--- config.mk ---
export PLATFORM = sky130hd
export DESIGN_NAME = ntt_ctrl
export DESIGN_NICKNAME = d
export VERILOG_FILES = /design/src/hw/rtl/ntt_pkg.sv /design/src/hw/rtl/ntt_ctrl.sv
export SDC_FILE = /design/constraint.sdc
export NUM_CORES = 1
export LEC_CHECK = 0
export ABC_AREA = 0
export BUFFER_PORTS_ARGS = -buffer_cell sky130_fd_sc_hd__buf_4
export CORE_AREA = 2 2 39 41
export DETAILED_ROUTE_END_ITERATION = 6
export DIE_AREA = 0 0 41 43
export PLACE_DENSITY = 0.69
export SYNTH_ARGS = -nofsm -noshare
export SYNTH_HDL_FRONTEND = slang
export SYNTH_SLANG_ARGS = --single-unit
--- constraint.sdc ---
create_clock -name clock -period 2.85 [get_ports clock]
set_clock_uncertainty 0.2 [all_clocks]
set_input_delay 0.7125 -clock clock [delete_from_list [all_inputs] [get_ports clock]]
set_output_delay 0.7125 -clock clock [all_outputs]
set_load 0.005 [all_outputs]
--- src/hw/rtl/ntt_pkg.sv ---
// Package for the nearest track table: word types, codes, constants and states.
// Depends on nothing; every other file of the block but ntt_ram imports it.
`timescale 1ns / 1ps

package ntt_pkg;

   localparam int MaxTracksDefault = 16;
   localparam int ResultLimit      = 16;
   localparam int CsrIndexWidth    = 3;

   typedef enum logic [1:0] {
      OP_FRAME_START = 2'd0,
      OP_MEASURE     = 2'd1,
      OP_FRAME_END   = 2'd2,
      OP_UNUSED      = 2'd3
   } op_type;

   typedef enum logic [1:0] {
      KIND_STATUS = 2'd0,
      KIND_TRACK  = 2'd1,
      KIND_EMPTY  = 2'd2
   } kind_type;

   typedef enum logic [1:0] {
      ST_UPDATED  = 2'd0,
      ST_CREATED  = 2'd1,
      ST_REJECTED = 2'd2,
      ST_FULL     = 2'd3
   } status_type;

   localparam logic [CsrIndexWidth-1:0] CSR_MATCH_DISTANCE = 3'd0;
   localparam logic [CsrIndexWidth-1:0] CSR_JUMP_LIMIT     = 3'd1;
   localparam logic [CsrIndexWidth-1:0] CSR_BLEND_WEIGHT   = 3'd2;
   localparam logic [CsrIndexWidth-1:0] CSR_TIME_TO_LIVE   = 3'd3;
   localparam logic [CsrIndexWidth-1:0] CSR_MIN_HITS       = 3'd4;

   typedef struct packed {
      logic [1:0]         operation;
      logic [31:0]        time_ms;
      logic signed [31:0] meas_x;
      logic signed [31:0] meas_y;
   } req_word_type;

   typedef struct packed {
      logic [1:0]         kind;
      logic [1:0]         status;
      logic [15:0]        track_number;
      logic signed [31:0] pos_x;
      logic signed [31:0] pos_y;
      logic [7:0]         hit_count;
      logic               last_result;
   } rsp_word_type;

   // Track record as it sits in one slot.
   typedef struct packed {
      logic signed [31:0] x;
      logic signed [31:0] y;
      logic [31:0]        seen;
      logic [7:0]         hits;
      logic [15:0]        ident;
   } track_type;

   typedef enum logic [3:0] {
      S_IDLE,
      S_EXP_RD,
      S_EXP_CHK,
      S_MEAS_RD,
      S_MEAS_CMP,
      S_MEAS_DEC,
      S_BLEND,
      S_MEAS_WR,
      S_REP_RD,
      S_REP_CHK,
      S_EMIT
   } state_type;

   // Commands from the controller to the datapath.
   typedef struct packed {
      logic load_req;      // capture the accepted request word
      logic clr_scan;      // index and keep counter to zero, best cleared
      logic rd_issue;      // read slot at scan index
      logic exp_eval;      // expiry: copy slot down when alive
      logic exp_done;      // expiry: live count takes keep count
      logic meas_cmp;      // compare slot distance with best
      logic meas_dec;      // classify the best candidate
      logic blend;         // compute blended position
      logic meas_write;    // write back update or append
      logic rep_eval;      // report: hold the track, send the one held before
      logic rep_empty;     // report: the final word is the empty word
      logic rsp_load;      // present the final frame-end word at the output
      logic idx_inc;       // advance the scan index
   } cmd_type;

   // Status from the datapath to the controller.
   typedef struct packed {
      op_type     op;
      logic       scan_end;    // scan index reached live count
      logic       rep_hit;     // current slot qualifies for report
      logic       reported;    // at least one track held for report
      logic       rep_limit;   // report limit reached
      logic       rsp_busy;    // output register holds an unread word
   } stat_type;

endpackage

--- src/hw/rtl/ntt_ctrl.sv ---
// Controller state machine of the nearest track table.
// Depends on ntt_pkg for the state, command and status types.
`timescale 1ns / 1ps

module ntt_ctrl (
   input  logic             clock,
   input  logic             reset,
   input  logic             req_valid,
   output logic             req_stall,
   input  ntt_pkg::stat_type stat,
   output ntt_pkg::cmd_type  cmd
);
   import ntt_pkg::*;

   state_type state_ff, state_in;

   always_ff @(posedge clock) begin
      if (reset) begin
         state_ff <= S_IDLE;
      end else begin
         state_ff <= state_in;
      end
   end

   always_comb begin
      state_in  = state_ff;
      cmd       = '0;
      req_stall = 1'b1;
      unique case (state_ff)
         S_IDLE: begin
            req_stall = 1'b0;
            if (req_valid) begin
               cmd.load_req = 1'b1;
               cmd.clr_scan = 1'b1;
               state_in     = S_IDLE;
            end
            if (stat.op == OP_FRAME_START) state_in = S_EXP_RD;
            else if (stat.op == OP_MEASURE) state_in = S_MEAS_RD;
            else if (stat.op == OP_FRAME_END) state_in = S_REP_RD;
            if (!req_valid) state_in = S_IDLE;
         end
         S_EXP_RD: begin
            if (stat.scan_end) begin
               cmd.exp_done = 1'b1;
               state_in     = S_IDLE;
            end else begin
               cmd.rd_issue = 1'b1;
               state_in     = S_EXP_CHK;
            end
         end
         S_EXP_CHK: begin
            cmd.exp_eval = 1'b1;
            cmd.idx_inc  = 1'b1;
            state_in     = S_EXP_RD;
         end
         S_MEAS_RD: begin
            if (stat.scan_end) begin
               state_in = S_MEAS_DEC;
            end else begin
               cmd.rd_issue = 1'b1;
               state_in     = S_MEAS_CMP;
            end
         end
         S_MEAS_CMP: begin
            cmd.meas_cmp = 1'b1;
            cmd.idx_inc  = 1'b1;
            state_in     = S_MEAS_RD;
         end
         S_MEAS_DEC: begin
            cmd.meas_dec = 1'b1;
            state_in     = S_BLEND;
         end
         S_BLEND: begin
            cmd.blend = 1'b1;
            state_in  = S_MEAS_WR;
         end
         S_MEAS_WR: begin
            if (!stat.rsp_busy) begin
               cmd.meas_write = 1'b1;
               state_in       = S_IDLE;
            end
         end
         S_REP_RD: begin
            if (stat.scan_end || stat.rep_limit) begin
               state_in = S_EMIT;
            end else begin
               cmd.rd_issue = 1'b1;
               state_in     = S_REP_CHK;
            end
         end
         S_REP_CHK: begin
            if (!stat.rep_hit) begin
               cmd.idx_inc = 1'b1;
               state_in    = S_REP_RD;
            end else if (!stat.rsp_busy) begin
               cmd.rep_eval = 1'b1;
               cmd.idx_inc  = 1'b1;
               state_in     = S_REP_RD;
            end
         end
         S_EMIT: begin
            if (!stat.rsp_busy) begin
               cmd.rsp_load = 1'b1;
               if (!stat.reported) cmd.rep_empty = 1'b1;
               state_in     = S_IDLE;
            end
         end
         default: state_in = S_IDLE;
      endcase
   end
endmodule

# Word level (Yosys, flattened, before mapping)
# Index checks and enable logic that the tools add are counted.
dict set report totals {
  reg_bits 4
  in_bits 10
  output_inout_bits 14
}
dict set report classes {
  eq_ne 14
  muxes 32
  reduce_logical 7
}
# operator n
set ops {}
lappend ops {{one-hot mux 4 bit (10 select lines)} 1}
lappend ops {{2-to-1 mux 4 bit} 7}
lappend ops {{equality test 4 x 3 -> 1 bit, second input constant} 4}
lappend ops {{2-to-1 mux 1 bit} 16}
lappend ops {{equality test 4 bit, second input constant} 3}
lappend ops {{2-to-1 mux 2 bit} 6}
lappend ops {{equality test 4 x 2 -> 1 bit, second input constant} 2}
lappend ops {{OR reduction 2 bit} 3}
lappend ops {{equality test 4 x 1 -> 1 bit, second input constant} 1}
lappend ops {{logical NOT 4 bit} 1}
lappend ops {{one-hot mux 1 bit (2 select lines)} 2}
lappend ops {{!= test 3 bit, second input constant} 1}
lappend ops {{equality test 2 x 1 -> 1 bit, second input constant} 1}
lappend ops {{equality test 2 bit, second input constant} 1}
lappend ops {{logical NOT 2 bit} 1}
lappend ops {{!= test 2 bit, second input constant} 1}
lappend ops {{AND reduction 2 bit} 1}
lappend ops {{logical OR 1 bit} 1}

# Longest topological paths before layout
# Gate-level depths: netlist of the first run.
dict set report logic_depth {
  word_depth 6
  depth_mapped 5
}

# Worst setup path after synthesis of the first run
# Ideal clock, no wire load.
dict set report synth_path {
  kind {in2out}
  startpoint {input port stat[0] (netlist name)}
  endpoint {output port cmd[0] (netlist name)}
  arrival_ns 1.344
  t_required_ns 1.938
  slack_ns 0.594
  cell_stages 4
  n_path_buf 1
  cell_sequence {clkbuf_1 > a211oi_1 > a22oi_1 > o21bai_1}
}
# item line_no
set synth_rtl {}
lappend synth_rtl {{start: declaration} ntt_ctrl.sv:10} ;# input ntt_pkg::stat_type stat,
lappend synth_rtl {{end: declaration} ntt_ctrl.sv:11} ;# output ntt_pkg::cmd_type cmd

==> results of run 1 <==
-- metal layers --
| metal | GRT usage, % | share of wire (%) |
|---|---|---|
| met4 | 10.0 | 0 |
| met5 | 0 | 0 |
| met2 | 21.6 | 49 |
| met3 | 3.14 | 8.0 |
| met1 | 21.7 | 43 |
-- worst reg2reg max path, stage by stage, from the launching register on --
cell and delay (ns):
dfxtp_1 0.61, nor2_2 0.12, and3_4 0.21, nor3b_2 0.16, a211o_1 0.28
-- through the flow --
stage | setup WS, ns | total power [mW]
2_1_floorplan | 0.594 | 0.119
3_3_place_gp | 0.503 | 0.152
3_5_place_dp | 0.477 | 0.153
4_1_cts | 0.409 | 0.223
5_1_grt | 0.273 | 0.241
6_report | 0.422 | 0.219
-- placed cells by master, fill, tap and decap left out, drive strengths merged, types with 2 or more instances in the layout --
cell / n
clkbuf: 3
inv: 3
dfxtp: 4
nand2: 5
a211o: 2
nor2: 7
a21oi: 6
buf: 23
nor3: 11
nand2b: 6
-- final timing paths --
check	cells after the start	from	slack, ns	endpoint
worst min register to register	2	state_ff[1]	0.50	state_ff[2]
worst max-delay path	5	state_ff[0]	0.42	cmd[0]
worst max register to register	4	state_ff[2]	1.15	state_ff[1]
worst min-delay path	2	state_ff[1]	0.50	state_ff[2]
-- final cells by class --
class	count	area, µm²	share of cell area [%]
Tap cell	16	20.0	3.24
Inverter	3	11.3	1.82
Clock buffer	3	22.5	3.64
Sequential cell	4	80.1	13.0
Timing Repair Buffer	23	173	27.9
Multi-Input combinational cell	52	312	50.4
-- power by group --
| part | internal, mW | switching, mW | total [mW] |
|---|---|---|---|
| clock | 0.0469 | 0.0200 | 0.0669 |
| combinational | 0.0434 | 0.0344 | 0.0778 |
| sequential | 0.0604 | 0.0134 | 0.0739 |
| total | 0.151 | 0.0678 | 0.219 |
-- kinds of logic (layout without fill, tap and decap cells) --
group,Yosys count,in the layout,share of synthesized area (%)
buf+inv,9,29,10.3
simple gates,34,34,42.1
compound gates,17,17,26.9
flops,4,4,18.3
mux,1,1,2.29
-- Yosys cell counts --
master and instances:
inv_1 3, nor2_2 1, a211oi_1 1, nor3_1 11, dfxtp_1 4, o221ai_1 1
and3_4 1, nor2_1 6, a211o_1 2, buf_4 2, a41oi_1 1, nor3b_2 1
a22oi_1 1, nand3b_1 1, a31oi_1 1, nor2b_1 1, nor4_1 1, o21ai_0 1
mux2i_1 1, buf_2 3, o21bai_1 1, nand2_1 5, nand2b_1 6, a21oi_1 6
o311a_1 1, o31a_1 1, clkbuf_1 1
==> load_flow_metrics.sql, run 1 <==
INSERT INTO impl_metrics (metric_group, metric, value, unit) VALUES
('clock_network', 'htree_levels', '1', ''),
('synth', 'synthesis.yosys.warnings', '0', ''),
('clock_network', 'cts_made_buffers', '3', ''),
('critical_path', 'data_arrival_time_of_the_worst_path', '1.52', 'ns'),
('cells_and_area', 'number_of_standard_cells_in_the_layout_taps_in_and_fillers_out', '101', ''),
('power', 'power_leakage', '0.273', 'nW'),
('cells_and_area', 'fill_cells', '147', ''),
('critical_path', 'timing.critical_path.cells', 'inv_1 -> a211oi_1 -> a22oi_1 -> o21bai_1 -> buf_4', ''),
('place', 'place_hpwl', '935', 'µm'),
('critical_path', 'timing.critical_path.fanout_max', '15', ''),
('critical_path', 'crit_type', 'flop to output port', ''),
('clock_network', 'clkSlewWorstSetupHoldPaths', '0.04', 'ns'),
('outcome', 'status', 'finished clean', ''),
('sta', 'worst_hold_slack', '0.498', 'ns'),
('place', 'placedCellCount', '98', ''),
('clock_network', 'tritoncts', 'built', ''),
('synth', 'synthesis.instances', '65', ''),
('critical_path', 'worst_ep_required_time', '1.94', 'ns'),
('critical_path', 'cp_num_buf_inv', '2', ''),
('cells_and_area', 'largest_register', 'state_ff', ''),
('power', 'areal_power_density_over_the_cells', '354', 'nW/µm²'),
('synth', 'synth_largest_area_cell', 'dfxtp_1', ''),
('place', 'place.port_buffers', '23', ''),
('clock_network', 'clock_path_buffers', '2', ''),
('clock_network', 'cts-root-buf', 'clkbuf_4', ''),
('route', 'drcViolationCount', '0', ''),
('cells_and_area', 'final_core_utilization', '44.7', '%'),
('route', 'dr_total_vias', '539', ''),
('cells_and_area', 'design_area', '618', 'µm²'),
('global_route', 'via_count_of_the_first_global_routing_pass', '445', ''),
('sta', 'timing.fmax', '412', 'MHz'),
('synth', 'synthesis_stage_register_bit_count', '4', ''),
('clock_network', 'cts_hold_buffers', '0', ''),
('cells_and_area', 'layout_top_registers', 'state_ff x4', ''),
('die', 'dieArea', '1760', 'µm²'),
('sta', 'timing_worst_slew_pin_value', '0.486', 'ns'),
('synth', 'net_count_after_synthesis', '75', ''),
('route', 'detail_route.wl_per_cell', '12.1', 'µm'),
('cells_and_area', 'fin_nets', '97', ''),
('route', 'avgViaCountPerCell', '5.34', ''),
('die', 'core_region_area', '1380', 'µm²'),
('synth', 'post_synth.cell_area_avg', '6.72', 'µm²'),
('critical_path', 'worst_setup_path_start_kind', 'flop', ''),
('die', 'die_x_extent', '41', 'µm'),
('global_route', 'grt_overflow_total', '0', ''),
('route', 'antenna_left', '0', ''),
('global_route', 'global_route.usage.total', '15.8', '%'),
('die', 'core_rows', '14', ''),
('critical_path', 'worst_path_dominant_cell_family', 'flip-flops', ''),
('global_route', 'grt_antenna_before_repair', '0', ''),
('sta', 'maxSlewHeadroom', '67.6', '%'),
('synth', 'synth_seq_area_share', '18.3', '%'),
('clock_network', 'cts_resized', '0', ''),
('cells_and_area', 'syn2layout_area_growth', '41.5', '%'),
('sta', 'timing.final.hold_violations', '0', ''),
('sta', 'finalWorstPathRequiredPeriod', '2.43', 'ns'),
('global_route', 'grt_pass1_wl', '1.88', 'mm'),
('synth', 'synth_top_area_share', '18.3', '%'),
('cells_and_area', 'drive_gt1_share', '34.1', '%'),
('place', 'routabilityCongestion', '0.823', ''),
('synth', 'post_synth_main_area_contributors', 'dfxtp_1 (18%), nor3_1 (13%), nand2b_1 (8.6%)', ''),
('cells_and_area', 'max_ffs_per_register', '4', ''),
('sta', 'finalCritPeriodShare', '85.2', '%'),
('synth', 'synth_cell_types', '27', ''),
('global_route', 'grt_max_degree', '16', ''),
('clock_network', 'cts_post_setup_buffers_inserted', '0', ''),
('cells_and_area', 'num_antenna_cells', '0', ''),
('sta', 'setup_viol', '0', ''),
('hold_path', 'worst_min_delay_path_category', 'flop to flop', ''),
('power', 'peakVddDrop', '0.202', 'mV'),
('critical_path', 'end_kind', 'output port', '');
Note: power is estimated with default switching activity, not from simulation.
==> run 2, diff against run 1 <==
--- a/config.mk
+++ b/config.mk
@@ -10,7 +10,8 @@
 export CORE_AREA = 2 2 39 41
 export DETAILED_ROUTE_END_ITERATION = 6
 export DIE_AREA = 0 0 41 43
-export PLACE_DENSITY = 0.69
+export PLACE_DENSITY = 0.62
+export SKIP_LAST_GASP = 1
 export SYNTH_ARGS = -nofsm -noshare
 export SYNTH_HDL_FRONTEND = slang
 export SYNTH_SLANG_ARGS = --single-unit
==> load_flow_metrics.sql, run 2 (synthesis gave the netlist of run 1 again) <==
INSERT INTO impl_metrics (metric_group, metric, value, unit) VALUES
('outcome', 'status', 'finished clean', ''),
('route', 'avgViaCountPerCell', '5.28', ''),
('place', 'place.port_buffers', '23', ''),
('critical_path', 'crit_type', 'flop to output port', ''),
('sta', 'timing_worst_slew_pin_value', '0.490', 'ns'),
('hold_path', 'start_point_of_the_worst_hold_path', 'state_ff[1]', ''),
('sta', 'rsz0062_at_grt', 'false', ''),
('cells_and_area', 'design_area', '618', 'µm²'),
('sta', 'finalMaxSlewViolations', '0', ''),
('global_route', 'via_count_of_the_first_global_routing_pass', '424', ''),
('clock_network', 'cts.sink_count', '4', ''),
('hold_path', 'hold_path_depth', '2', ''),
('hold_path', 'hold_path_end', 'state_ff[2]', ''),
('sta', 'maxSlewHeadroom', '67.3', '%'),
('hold_path', 'worst_min_delay_path_category', 'flop to flop', ''),
('power', 'power_leakage', '0.273', 'nW'),
('global_route', 'grt_overflow_total', '0', ''),
('cells_and_area', 'layout_top_registers', 'state_ff x4', ''),
('route', 'drcViolationCount', '0', ''),
('power', 'peakVddDrop', '0.178', 'mV'),
('route', 'drt_iter0_drc', '10', ''),
('sta', 'setup_viol', '0', ''),
('critical_path', 'worst-r2r-cell-count', '4', ''),
('cells_and_area', 'num_antenna_cells', '0', ''),
('sta', 'finalCritPeriodShare', '86.8', '%'),
('cells_and_area', 'max_ffs_per_register', '4', ''),
('route', 'detail_route.wl_per_cell', '12.0', 'µm'),
('clock_network', 'cts_hold_buffers', '0', ''),
('global_route', 'grt_antenna_before_repair', '0', ''),
('place', 'place_hpwl', '922', 'µm'),
('global_route', 'grt_pass1_wl', '1.79', 'mm'),
('critical_path', 'end_kind', 'output port', ''),
('critical_path', 'worst_ep_required_time', '1.94', 'ns'),
('place', 'postPlaceCellArea', '596', 'µm²'),
('die', 'die_x_extent', '41', 'µm'),
('clock_network', 'cts_made_buffers', '3', ''),
('cells_and_area', 'syn2layout_area_growth', '41.5', '%'),
('critical_path', 'reg2reg_from', 'state_ff[0]', ''),
('clock_network', 'htree_levels', '1', ''),
('die', 'core_region_area', '1380', 'µm²'),
('route', 'totalWireLength', '1.21', 'mm'),
('critical_path', 'worst_path_dominant_cell_family', 'flip-flops', ''),
('critical_path', 'worst_setup_path_start_kind', 'flop', ''),
('critical_path', 'worstSetupStartpoint', 'state_ff[0]', ''),
('clock_network', 'tritoncts', 'built', ''),
('critical_path', 'cp_num_buf_inv', '2', ''),
('critical_path', 'timing.critical_path.cells', 'inv_1 -> a211oi_1 -> a22oi_1 -> o21bai_1 -> buf_4', ''),
('global_route', 'grt_max_degree', '16', ''),
('critical_path', 'cp_slowest_cell', 'dfxtp_1', ''),
('clock_network', 'cts_resized', '0', ''),
('critical_path', 'worst-r2r-setup-slack', '1.13', 'ns'),
('die', 'die_h', '43', 'µm'),
('die', 'core_rows', '14', ''),
('clock_network', 'cts_post_setup_buffers_inserted', '0', ''),
('sta', 'finalWorstPathRequiredPeriod', '2.47', 'ns'),
('route', 'detail_route.first_pass.iterations', '4', ''),
('critical_path', 'worstReg2RegEnd', 'state_ff[1]', ''),
('critical_path', 'critical_path.max_stage_delay', '0.61', 'ns'),
('die', 'initial_core_util', '31.6', '%'),
('run', 'max_cap_violations', '0', ''),
('global_route', 'global_route.usage.total', '14.7', '%'),
('power', 'areal_power_density_over_the_cells', '356', 'nW/µm²'),
('power', 'total_power', '0.220', 'mW'),
('critical_path', 'timing.critical_path.fanout_max', '15', ''),
('die', 'dieArea', '1760', 'µm²'),
('cells_and_area', 'mostFrequentLayoutCell', 'buf_4', ''),
('clock_network', 'cts-root-buf', 'clkbuf_4', ''),
('route', 'dr_total_vias', '533', ''),
('cells_and_area', 'layout_common_cells', 'buf_4 (23), nor3_1 (11), nand2b_1 (6), nor2_1 (6), a21oi_1 (6)', ''),
('sta', 'timing.fmax', '404', 'MHz'),
('die', 'io_pins', '24', ''),
('sta', 'timing.final.hold_violations', '0', ''),
('clock_network', 'clock_path_buffers', '2', ''),
('route', 'antenna_left', '0', ''),
('clock_network', 'insertion_delay', '0.23', 'ns'),
('place', 'routabilityCongestion', '0.786', ''),
('cells_and_area', 'fill_cells', '154', ''),
('critical_path', 'data_arrival_time_of_the_worst_path', '1.56', 'ns'),
('clock_network', 'clkSlewWorstSetupHoldPaths', '0.04', 'ns'),
('cells_and_area', 'fin_nets', '97', ''),
('cells_and_area', 'drive_gt1_share', '34.1', '%'),
('cells_and_area', 'largest_register', 'state_ff', ''),
('sta', 'timing.setup.tns', '0', 'ns');
## run 2: area by class of cell
cell class	instances	area [µm²]	share of cell area (%)
timing repair buffer	23	173	27.9
multi-input combinational	52	312	50.4
clock buffer	3	22.5	3.64
sequential	4	80.1	13.0
inverter	3	11.3	1.82
tap	16	20.0	3.24
## run 2: layer usage
metal  track usage (%)  wire [µm]
met1              18.3        521
met2              21.3        607
met3              3.66         79
met4              10.0          5
met5                 0          0
## run 2: worst max path at each step
stage               slack [ns]      to  cells after the start
floorplan                 0.59  cmd[0]                      4
global placement          0.50  cmd[0]                      5
detailed placement        0.47  cmd[0]                      5
CTS                       0.39  cmd[0]                      5
global route              0.26  cmd[0]                      5
finish                    0.38  cmd[0]                      5
## run 2: through the flow
| step | instances | hold WS, ns | setup slack, ns | utilization, % |
|---|---|---|---|---|
| 2_1_floorplan | 65 | 0.419 | 0.594 | - |
| 3_3_place_gp | 98 | 0.488 | 0.499 | 43.0 |
| 3_5_place_dp | 98 | 0.480 | 0.474 | 43.0 |
| 4_1_cts | 101 | 0.484 | 0.391 | 44.7 |
| 5_1_grt | 101 | 0.491 | 0.263 | 44.7 |
| 6_report | 101 | 0.490 | 0.376 | 44.7 |
## run 2: power by group
group          internal, mW  switching, mW  total, mW  leakage [nW]
clock                0.0470         0.0211     0.0681        0.0138
sequential           0.0604         0.0141     0.0746        0.0326
combinational        0.0434         0.0339     0.0773         0.226
## run 2: tightest hold or removal path, stage by stage, from the launching register on
cell	delay [ns]
dfxtp_1	0.42
a21oi_1	0.17
nor2_1	0.05
